--- src/rtl/mmh_pkg.sv ---
// Shared package for the murmur64a hash stream unit.
// Holds the mix constants, sequencer states, multiplier request and response types and helpers.
// No dependencies.
`default_nettype none

package mmh_pkg;

  // Mix multiplier and shift amount
  localparam logic [63:0] MixMul   = 64'hc6a4a7935bd1e995;
  localparam int unsigned MixShift = 47;

  // Bytes in a full data word
  localparam logic [3:0] FullBytes = 4'd8;

  // Config register byte addresses
  localparam logic [1:0] SeedAddr = 2'd0;

  // Partial product steps of the shared multiplier
  localparam logic [1:0] MulStepLo    = 2'd0;
  localparam logic [1:0] MulStepCross = 2'd1;
  localparam logic [1:0] MulStepLast  = 2'd2;

  // Sequencer states
  typedef enum logic [2:0] {
    ST_IDLE,
    ST_INIT,
    ST_DISPATCH,
    ST_MIX1,
    ST_MIX2,
    ST_FOLD,
    ST_FIN,
    ST_OUT
  } mmh_state_e;

  // Request to the shared multiplier: operand times MixMul, modulo 2^64
  typedef struct packed {
    logic        start;
    logic [63:0] opnd;
  } mul_req_t;

  // Response from the shared multiplier
  typedef struct packed {
    logic        done;
    logic [63:0] prod;
  } mul_rsp_t;

  // x ^ (x >> 47)
  function automatic logic [63:0] xor_shift(input logic [63:0] x);
    xor_shift = x ^ (x >> MixShift);
  endfunction

  // Keep the low cnt bytes of a word (cnt in 0..8)
  function automatic logic [63:0] tail_bytes(input logic [63:0] w, input logic [3:0] cnt);
    logic [63:0] m;
    m = '0;
    for (int i = 0; i < 8; i++) begin
      if (4'(i) < cnt) begin
        m[i*8 +: 8] = 8'hff;
      end
    end
    tail_bytes = w & m;
  endfunction

endpackage

`default_nettype wire

--- src/rtl/mmh_mul.sv ---
// Shared multiplier: operand times the mix constant, modulo 2^64.
// One 32x32 multiplier used in turn for the low and the two cross partial products.
// Depends on mmh_pkg.
`default_nettype none

module mmh_mul (
  input  wire logic              clk_i,
  input  wire logic              rst_ni,
  input  wire mmh_pkg::mul_req_t req_i,
  output mmh_pkg::mul_rsp_t      rsp_o
);

  logic        busy_q, busy_d;
  logic        done_q, done_d;
  logic [1:0]  step_q, step_d;
  logic [63:0] opnd_q, opnd_d;
  logic [63:0] acc_q, acc_d;
  logic [31:0] mul_a, mul_b;
  logic [63:0] prod;

  // Operand select for the current partial product
  always_comb begin
    case (step_q)
      mmh_pkg::MulStepLo: begin
        mul_a = opnd_q[31:0];
        mul_b = mmh_pkg::MixMul[31:0];
      end
      mmh_pkg::MulStepCross: begin
        mul_a = opnd_q[63:32];
        mul_b = mmh_pkg::MixMul[31:0];
      end
      default: begin
        mul_a = opnd_q[31:0];
        mul_b = mmh_pkg::MixMul[63:32];
      end
    endcase
  end

  assign prod = 64'(mul_a) * 64'(mul_b);

  // Step control and accumulation
  always_comb begin
    busy_d = busy_q;
    done_d = 1'b0;
    step_d = step_q;
    opnd_d = opnd_q;
    acc_d  = acc_q;
    if (busy_q) begin
      if (step_q == mmh_pkg::MulStepLo) begin
        acc_d = prod;
      end else begin
        acc_d[63:32] = acc_q[63:32] + prod[31:0];
      end
      if (step_q == mmh_pkg::MulStepLast) begin
        busy_d = 1'b0;
        done_d = 1'b1;
      end else begin
        step_d = step_q + 2'd1;
      end
    end else if (req_i.start) begin
      busy_d = 1'b1;
      step_d = mmh_pkg::MulStepLo;
      opnd_d = req_i.opnd;
    end
  end

  always_ff @(posedge clk_i or negedge rst_ni) begin
    if (!rst_ni) begin
      busy_q <= 1'b0;
      done_q <= 1'b0;
      step_q <= mmh_pkg::MulStepLo;
    end else begin
      busy_q <= busy_d;
      done_q <= done_d;
      step_q <= step_d;
    end
  end

  always_ff @(posedge clk_i) begin
    opnd_q <= opnd_d;
    acc_q  <= acc_d;
  end

  assign rsp_o.done = done_q;
  assign rsp_o.prod = acc_q;

endmodule

`default_nettype wire

--- src/rtl/mmh_seq.sv ---
// Sequencer and hash state: steps one input word through init, mix, fold and finalize.
// Issues every multiply to the shared multiplier. Depends on mmh_pkg.
`default_nettype none

module mmh_seq (
  input  wire logic              clk_i,
  input  wire logic              rst_ni,
  input  wire logic [31:0]       seed_i,
  input  wire logic              in_valid_i,
  output logic                   in_stall_o,
  input  wire logic [63:0]       data_word_i,
  input  wire logic [3:0]        byte_count_i,
  input  wire logic [30:0]       key_length_i,
  input  wire logic              last_item_i,
  input  wire logic              slot_free_i,
  output logic                   res_valid_o,
  output logic [63:0]            res_data_o,
  output mmh_pkg::mul_req_t      mul_req_o,
  input  wire mmh_pkg::mul_rsp_t mul_rsp_i
);

  mmh_pkg::mmh_state_e state_q, state_d;
  logic        started_q, started_d;
  logic [63:0] hash_q, hash_d;
  logic [63:0] word_q, word_d;
  logic [3:0]  cnt_q, cnt_d;
  logic        last_q, last_d;
  logic [63:0] res_q, res_d;
  logic        accept;

  assign in_stall_o = (state_q != mmh_pkg::ST_IDLE);
  assign accept     = in_valid_i && (state_q == mmh_pkg::ST_IDLE);

  // Next state
  always_comb begin
    state_d = state_q;
    case (state_q)
      mmh_pkg::ST_IDLE: begin
        if (accept) begin
          state_d = started_q ? mmh_pkg::ST_DISPATCH : mmh_pkg::ST_INIT;
        end
      end
      mmh_pkg::ST_INIT: begin
        if (mul_rsp_i.done) state_d = mmh_pkg::ST_DISPATCH;
      end
      mmh_pkg::ST_DISPATCH: begin
        if (cnt_q == mmh_pkg::FullBytes) begin
          state_d = mmh_pkg::ST_MIX1;
        end else if (cnt_q != 4'd0) begin
          state_d = mmh_pkg::ST_FOLD;
        end else if (last_q) begin
          state_d = mmh_pkg::ST_FIN;
        end else begin
          state_d = mmh_pkg::ST_IDLE;
        end
      end
      mmh_pkg::ST_MIX1: begin
        if (mul_rsp_i.done) state_d = mmh_pkg::ST_MIX2;
      end
      mmh_pkg::ST_MIX2: begin
        if (mul_rsp_i.done) state_d = mmh_pkg::ST_FOLD;
      end
      mmh_pkg::ST_FOLD: begin
        if (mul_rsp_i.done) state_d = last_q ? mmh_pkg::ST_FIN : mmh_pkg::ST_IDLE;
      end
      mmh_pkg::ST_FIN: begin
        if (mul_rsp_i.done) state_d = mmh_pkg::ST_OUT;
      end
      mmh_pkg::ST_OUT: begin
        if (slot_free_i) state_d = mmh_pkg::ST_IDLE;
      end
      default: state_d = mmh_pkg::ST_IDLE;
    endcase
  end

  // Outputs, multiplier requests and datapath updates
  always_comb begin
    started_d      = started_q;
    hash_d         = hash_q;
    word_d         = word_q;
    cnt_d          = cnt_q;
    last_d         = last_q;
    res_d          = res_q;
    res_valid_o    = 1'b0;
    mul_req_o.start = 1'b0;
    mul_req_o.opnd  = hash_q;
    case (state_q)
      mmh_pkg::ST_IDLE: begin
        if (accept) begin
          word_d = data_word_i;
          cnt_d  = (byte_count_i > mmh_pkg::FullBytes) ? mmh_pkg::FullBytes : byte_count_i;
          last_d = last_item_i;
          if (!started_q) begin
            // key length times the mix constant
            mul_req_o.start = 1'b1;
            mul_req_o.opnd  = {33'd0, key_length_i};
          end
        end
      end
      mmh_pkg::ST_INIT: begin
        if (mul_rsp_i.done) hash_d = {32'd0, seed_i} ^ mul_rsp_i.prod;
      end
      mmh_pkg::ST_DISPATCH: begin
        if (cnt_q == mmh_pkg::FullBytes) begin
          mul_req_o.start = 1'b1;
          mul_req_o.opnd  = word_q;
        end else if (cnt_q != 4'd0) begin
          // tail bytes xored in, then multiplied
          mul_req_o.start = 1'b1;
          mul_req_o.opnd  = hash_q ^ mmh_pkg::tail_bytes(word_q, cnt_q);
        end else if (last_q) begin
          mul_req_o.start = 1'b1;
          mul_req_o.opnd  = mmh_pkg::xor_shift(hash_q);
        end else begin
          started_d = 1'b1;
        end
      end
      mmh_pkg::ST_MIX1: begin
        if (mul_rsp_i.done) begin
          mul_req_o.start = 1'b1;
          mul_req_o.opnd  = mmh_pkg::xor_shift(mul_rsp_i.prod);
        end
      end
      mmh_pkg::ST_MIX2: begin
        if (mul_rsp_i.done) begin
          mul_req_o.start = 1'b1;
          mul_req_o.opnd  = hash_q ^ mul_rsp_i.prod;
        end
      end
      mmh_pkg::ST_FOLD: begin
        if (mul_rsp_i.done) begin
          hash_d = mul_rsp_i.prod;
          if (last_q) begin
            mul_req_o.start = 1'b1;
            mul_req_o.opnd  = mmh_pkg::xor_shift(mul_rsp_i.prod);
          end else begin
            started_d = 1'b1;
          end
        end
      end
      mmh_pkg::ST_FIN: begin
        if (mul_rsp_i.done) res_d = mmh_pkg::xor_shift(mul_rsp_i.prod);
      end
      mmh_pkg::ST_OUT: begin
        if (slot_free_i) begin
          res_valid_o = 1'b1;
          started_d   = 1'b0;
          hash_d      = '0;
        end
      end
      default: ;
    endcase
  end

  assign res_data_o = res_q;

  always_ff @(posedge clk_i or negedge rst_ni) begin
    if (!rst_ni) begin
      state_q   <= mmh_pkg::ST_IDLE;
      started_q <= 1'b0;
      hash_q    <= '0;
    end else begin
      state_q   <= state_d;
      started_q <= started_d;
      hash_q    <= hash_d;
    end
  end

  always_ff @(posedge clk_i) begin
    word_q <= word_d;
    cnt_q  <= cnt_d;
    last_q <= last_d;
    res_q  <= res_d;
  end

endmodule

`default_nettype wire

--- src/rtl/murmur64a_hash_stream_unit.sv ---
// Top level of the murmur64a hash stream unit: seed register, APB port and output word register.
// Instantiates mmh_seq and mmh_mul; depends on mmh_pkg.
//
//   chan | dir | handshake               | payload
//   -----+-----+-------------------------+--------------------------------------------------
//   in   | in  | in_valid_i/in_stall_o   | data_word_i, byte_count_i, key_length_i, last_item_i
//   out  | out | out_valid_o/out_stall_i | hash_value_o
//   cfg  | in  | psel/penable, pready    | paddr, pwrite, pwdata, prdata (hash_seed at 0)
//
// Each 64-bit multiply runs on one shared 32x32 multiplier, one partial product after
// another, and the product is handed back from a register. The multiplies a word needs:
// three for a full word, one for a tail, none for an empty word, plus one for a key's
// first word and one for its last; a last word also passes through the output state to
// hand its result over.
// Reset clears the sequencer, running hash and seed. A result waits in the output register
// until taken; the next key's result then holds the sequencer, which stalls the input.
`default_nettype none

module murmur64a_hash_stream_unit (
  input  wire logic        clk_i,
  input  wire logic        rst_ni,
  // input words
  input  wire logic        in_valid_i,
  output logic             in_stall_o,
  input  wire logic [63:0] data_word_i,
  input  wire logic [3:0]  byte_count_i,
  input  wire logic [30:0] key_length_i,
  input  wire logic        last_item_i,
  // result words
  output logic             out_valid_o,
  input  wire logic        out_stall_i,
  output logic [63:0]      hash_value_o,
  // configuration
  input  wire logic        psel,
  input  wire logic        penable,
  input  wire logic        pwrite,
  input  wire logic [1:0]  paddr,
  input  wire logic [31:0] pwdata,
  output logic [31:0]      prdata,
  output logic             pready
);

  logic [31:0]       seed_q, seed_d;
  logic              out_valid_q, out_valid_d;
  logic [63:0]       hash_q, hash_d;
  logic              slot_free;
  logic              res_valid;
  logic [63:0]       res_data;
  mmh_pkg::mul_req_t mul_req;
  mmh_pkg::mul_rsp_t mul_rsp;

  // Seed register
  assign pready = 1'b1;
  always_comb begin
    seed_d = seed_q;
    if (psel && penable && pwrite && (paddr == mmh_pkg::SeedAddr)) seed_d = pwdata;
  end
  assign prdata = (paddr == mmh_pkg::SeedAddr) ? seed_q : 32'd0;

  // Output word register
  assign slot_free = !out_valid_q || !out_stall_i;
  always_comb begin
    out_valid_d = out_valid_q && out_stall_i;
    hash_d      = hash_q;
    if (res_valid) begin
      out_valid_d = 1'b1;
      hash_d      = res_data;
    end
  end
  assign out_valid_o  = out_valid_q;
  assign hash_value_o = hash_q;

  always_ff @(posedge clk_i or negedge rst_ni) begin
    if (!rst_ni) begin
      seed_q      <= '0;
      out_valid_q <= 1'b0;
    end else begin
      seed_q      <= seed_d;
      out_valid_q <= out_valid_d;
    end
  end

  always_ff @(posedge clk_i) begin
    hash_q <= hash_d;
  end

  mmh_seq u_seq (
    .clk_i        (clk_i),
    .rst_ni       (rst_ni),
    .seed_i       (seed_q),
    .in_valid_i   (in_valid_i),
    .in_stall_o   (in_stall_o),
    .data_word_i  (data_word_i),
    .byte_count_i (byte_count_i),
    .key_length_i (key_length_i),
    .last_item_i  (last_item_i),
    .slot_free_i  (slot_free),
    .res_valid_o  (res_valid),
    .res_data_o   (res_data),
    .mul_req_o    (mul_req),
    .mul_rsp_i    (mul_rsp)
  );

  mmh_mul u_mul (
    .clk_i  (clk_i),
    .rst_ni (rst_ni),
    .req_i  (mul_req),
    .rsp_o  (mul_rsp)
  );

endmodule

`default_nettype wire

--- config.mk ---
export PLATFORM = sky130hd
export DESIGN_NAME = murmur64a_hash_stream_unit
export DESIGN_NICKNAME = d
export VERILOG_FILES = /design/src/rtl/mmh_pkg.sv /design/src/rtl/mmh_mul.sv /design/src/rtl/mmh_seq.sv /design/src/rtl/murmur64a_hash_stream_unit.sv
export SDC_FILE = /design/constraint.sdc
export NUM_CORES = 2
export LEC_CHECK = 0
export BUFFER_PORTS_ARGS = -buffer_cell sky130_fd_sc_hd__clkbuf_2
export CAP_MARGIN = 20
export CORE_UTILIZATION = 64
export CTS_CLUSTER_SIZE = 25
export DETAILED_ROUTE_END_ITERATION = 8
export GPL_TIMING_DRIVEN = 0
export PLACE_DENSITY = 0.85
export REMOVE_ABC_BUFFERS = 1
export SLEW_MARGIN = 20
export SYNTH_ARGS = -nofsm -noshare
export SYNTH_HDL_FRONTEND = slang
export SYNTH_SLANG_ARGS = --single-unit
--- constraint.sdc ---
create_clock -name clk_i -period 10.3 [get_ports clk_i]
set_input_delay 0.515 -clock clk_i [delete_from_list [all_inputs] [get_ports clk_i]]
set_output_delay 0.515 -clock clk_i [all_outputs]
set_load 0.02 [all_outputs]
# After elaboration in Yosys (flattened, before gate mapping)
# Index checks and enable logic that the tools add are counted.
# word_totals
reg_bits	430
latch_bits	0
mem_bits_rw	0
mem_bits_ro	0
input_bits	141
output_inout_bits	99
word_cells	159
n_memories	0
# classes
addsub	2
n_mul	1
n_div	0
magnitude_cmp	9
n_eq_ne	20
shift	0
n_mux	79
bitwise_logic	7
reduce_logical	25
# ops
op	n
two-way mux 65 bit	9
case mux 65 bit (5 select lines)	1
two-way mux 8 bit	32
two-way mux 64 bit	3
case mux 64 bit (3 select lines)	1
two-way mux 32 bit	4
bitwise XOR 64 x 17 -> 64 bit	2
bitwise XOR 64 bit	2
bitwise AND 64 bit	1
multiplier 32 x 32 -> 64 bit	1
bitwise XOR 32 x 64 -> 64 bit	1
adder 32 bit	1
two-way mux 3 bit	10
case mux 3 bit (8 select lines)	1
less-than comparator 3 x 4 -> 1 bit (first input constant)	4
two-way mux 1 bit	13
equality test 3 bit (second input constant)	4
!= test 2 x 1 -> 1 bit (second input constant)	6
AND reduction 2 bit	5
nonzero test 3 bit	3
less-than comparator 1 x 4 -> 1 bit (first input constant)	2
less-than comparator 2 x 4 -> 1 bit (first input constant)	2
two-way mux 2 bit	4
!= test 2 bit (second input constant)	4
20 further kinds	27

# Depth between registers and ports, before layout
# depth
word_depth	12
depth_mapped	42
ltp_nobuf	40

# Hierarchy
# A second synthesis with hierarchy kept.
# unflattened
cells_unflattened	4574
hier_area_um2	46891.2
# modules_own_cells
mod	n_inst	cells_per_inst	area_per_inst_um2	seq_area_each_um2
mmh_mul	1	2949	30519.3	3943.8
mmh_seq	1	1451	12829.8	5695.5
murmur64a_hash_stream_unit	1	174	3542.1	2747.6

# Least setup slack after synthesis
# Ideal clock, no wire load.
# synth_timing
kind	register to register
start	register u_mul.step_q[1]
end	register u_mul.acc_q[63], data pin
setup_time_ns	0.271
arrival_ns	9.249
required_time_ns	10.029
setup_slack_ns	0.781
path_stages_with_launch	37
n_path_buf	5
synth_period_minus_slack_ns	9.519
cell_sequence	dfrtp_1 inv_1 ha_1 buf_2 buf_1 buf_1 buf_2 mux2_2 nand2_1 inv_1 ha_1 inv_1 fa_1 fa_1 fa_1 inv_1 fa_1 inv_1 fa_1 inv_1 fa_1 fa_1 ha_1 and3_1 nand2_1 o221a_2 o21ai_0 xor2_1 ha_1 clkbuf_1 a21o_1 a21oi_1 o21ai_0 o41ai_1 o21ai_0 xnor2_1 mux2i_1
# synth_between
elab_chain_cells	6
word_cells_on_any_way	8
# synth_lines
element	line_no	source
from (decl)	mmh_mul.sv:15	logic [1:0] step_q, step_d;
from (signal assigned)	mmh_mul.sv:71	step_q <= mmh_pkg::MulStepLo;
from (signal assigned)	mmh_mul.sv:75	step_q <= step_d;
equality test 2 x 1 -> 1 bit / zero test 2 bit (equally long branches)	mmh_mul.sv:23	case (step_q)
OR reduction 2 bit (no line)	--	
two-way mux 32 bit	mmh_mul.sv:23	
multiplier 32 x 32 -> 64 bit (*)	mmh_mul.sv:39	assign prod = 64'(mul_a) * 64'(mul_b);
via u_mul.prod[23]	mmh_mul.sv:19	logic [63:0] prod;
adder 32 bit (*)	mmh_mul.sv:52	acc_d[63:32] = acc_q[63:32] + prod[31:0];
two-way mux 32 bit (*)	mmh_mul.sv:49	if (step_q == mmh_pkg::MulStepLo) begin
to (signal assigned)	mmh_mul.sv:81	acc_q <= acc_d;
to (decl)	mmh_mul.sv:17	logic [63:0] acc_q, acc_d;
# The timed path passes the listed nets; every way through them passes the cells marked *.
# A chain may end at the register's enable or synchronous reset.

# Worst setup path after layout
# layout_timing
start	register u_mul.step_q[0]
end	register u_mul.acc_q[63], data pin
# Same word-level chain as after synthesis.

==> results.md <==
* Outcome: complete, no violations
* CP peak stage delay at ~0.74 ns
* Most common cell in the synthesized netlist: inv_1
* Clk sinks at 430
* Number of flops mapped to enable cells by yosys at 325
* Area of the multi-input gates at around 29000 µm²
* Worst-path maximum fanout at 26
* Die Ht at between 200 and 300 µm
* Final core occ at between 70% and 80%
* Asr flop ratio synth at 24.4%
* Vias per inst at 6.39
* Final setup TNS at 0 ns
* R2R Setup Slk at between 0.1 and 0.15 ns
* Relative slew slack at 15.9%
* I/O pin count at 240
* Post-Syn Area per Cell at between 10 and 15 µm²
* Buffers on Ports at 238
* Final setup fails at 0
* GR Util All Layers at 41.6%
* Sequential element share of the synthesized area at 27.5%
* Largest net degree at the start of global routing at 71
* Min-delay worst type: in -> reg
* Top cells by count, synth: inv_1 (783), fa_1 (616), ha_1 (435)
* Finished Layout Cells at 5489
* DR iter-0 viols at 4554
* Clock period minus worst slack at between 10 and 15 ns
* Placed cell count at 5397
* Routed wire length at 146000 µm
* WP data arrival at between 10 and 15 ns
* Most used cell, CP: fa_1
* Kind of end point of the critical path: flip-flop
* Vias in the first global route at 35253
* #FFs+latches synth at between 400 and 500
* Slowest-stage cell, CP: and2_1
* Clk slew on worst S/H paths at approximately 0.070 ns
* Cells after Synth at approximately 4400
* Yosys warns at 0
* CP required at 10.59 ns
* Dpl cell area at 47500 µm²
* FF+latch area at 12400 µm²
* FMAX at 98.4 MHz
* WL/cell at 26.5 µm
* Top cells by area in the synthesized netlist: fa_1 (27%), edfxtp_1 (22%), ha_1 (12%), inv_1 (6.5%), dfrtp_1 (5.8%)
* Startpoint Class: flip-flop
* Core area at slightly below 70000 µm²
* Die area at 71400 µm²
* DRT Pass-1 Iters at 7
* WS Path Type: reg -> reg
* Latest clock arrival within the worst-skew pair at 0.55 ns
* Slew @ Worst Pin at roughly 1.3 ns
* Routability congestion estimate at ~1.1
* Global-route wire length before repair at roughly 220000 µm
* Std cell rows at 96
* Placed wire-length estimate at between 100000 and 150000 µm
* Filler cells at 4862
* Slew Viols, Final at 0
* Antenna violations before repair at 8
* DR vias at 35057
* Area leader, netlist: fa_1
* RSZ-0062 raised after global routing: true
* Synthesized cell area at 45000 µm²
* Post-route DRC at 0
* Final period util at 98.6%
* Fin nets at 5719
* Top cell type's share of synthesized area at 27.4%
* Clk_skew at 0.0118 ns
* Clock buffer count from CTS at 40
* Max-cap viol count at 0
* CTS H-Tree Depth at 2
* Die width at 267 µm
* Root Driver: clkbuf_16
* ANT nets after route at 0
* Gr ovfl total at 0
* Fin. Hold Viols at 0
* Initial Utilization at between 60% and 70%
* Clock buffer depth at 3
* Area grow syn2layout at 9.42%
* Design Area, Final at 49300 µm²
* Top FF cell, synth: edfxtp_1
* Share of layout cells above drive strength 1 at 10.9%
* Synth unique cells at 78
* CTS tree: built
critical path, delay by kind of cell (launching register included):
kind                     cells  cell delay, ns
adder cells (fa/ha/maj)     11            5.03
AO/OA/AOI/OAI                7            1.64
AND/OR/NAND/NOR              4            1.26
buffers and inverters        7            0.80
XOR/XNOR                     2            0.59
flip-flops                   1            0.45
multiplexers                 1            0.09
cell type report:
class	instances	share of cell area [%]
Antenna cell	1	0.00508
Clock buffer	52	2.23
Clock inverter	20	0.523
Inverter	786	6.00
Multi-Input combinational cell	2976	59.6
Sequential cell	430	25.1
Tap cell	931	2.36
Timing Repair Buffer	293	4.11
through the flow:
| step | setup slack [ns] | hold WS, ns |
|---|---|---|
| after floorplan | -0.180 | 0.219 |
| after global placement | -4.53 | 0.401 |
| after detailed placement | -0.729 | 0.405 |
| after CTS | 0.0316 | 0.131 |
| after global routing | -0.168 | 0.125 |
| final | 0.141 | 0.135 |
what timing repair did:
item,in CTS,in global routing
cloned,1,0
setup buffers,12,5
endpoints found under the hold margin,35,0
resized for setup,14,15
endpoints found under the setup margin,9,7
pin swaps,2,1
hold buffers,1,0
logic make-up (layout without fill, tap and decap cells):
kind of cell | after synthesis | after routing | synth area share (%)
muxes | 81 | 81 | 1.95
AOI/OAI and AO/OA | 881 | 881 | 12.0
buffers and inverters | 957 | 1151 | 8.01
DFF | 430 | 430 | 27.5
other | 2 | 8 | 0.0167
adders and majority gates | 1051 | 1051 | 39.5
and+or+nand+nor | 824 | 825 | 8.53
xor gates and xnor gates | 131 | 131 | 2.55
state kept, by name, indices dropped and copies added (netlist names):
name	cells
hash_value_o	64
out_valid_o	1
seed_q	32
u_mul.acc_q	64
u_mul.busy_q	1
u_mul.done_q	1
u_mul.opnd_q	64
u_mul.step_q	2
u_seq.cnt_q	4
u_seq.hash_q	64
u_seq.last_q	1
u_seq.res_data_o	64
u_seq.started_q	1
u_seq.state_q	3
u_seq.word_q	64
final timing paths:
check,startpoint,endpoint,cells after the start
max in group asynchronous,rst_ni,u_mul.busy_q,3
min reg2reg,u_seq.res_data_o[54],hash_value_o[54],0
min in group asynchronous,rst_ni,u_seq.hash_q[18],2
max,u_mul.step_q[0],u_mul.acc_q[63],32
max reg2reg,u_mul.step_q[0],u_mul.acc_q[63],32
min,data_word_i[30],u_seq.word_q[30],1
routing by layer:
layer  GRT usage, %  part of all wire (%)  vias up
met4           22.9                   7.0        6
met2           63.7                    44     2382
met1           56.0                    37    17315
met5              0                 0.029        -
li1               -                     -    14806
met3           8.25                    11      548
cell usage in the layout (no fill, tap or decap), types with 57 or more instances in the layout:
cell      netlist  layout
inv_1         783     781
fa_1          616     616
ha_1          435     433
nand2_1       368     364
o21ai_0       327     325
edfxtp_1      325     325
clkbuf_2        0     237
a21oi_1       211     209
nor2_1        172     166
dfrtp_1       105     104
xor2_1         71      64
a21o_1         59      59
xnor2_1        60      57
Power is left out: the tool's default activity adds up to more than one toggle a clock period on the data nets, which glitch-free logic cannot reach.
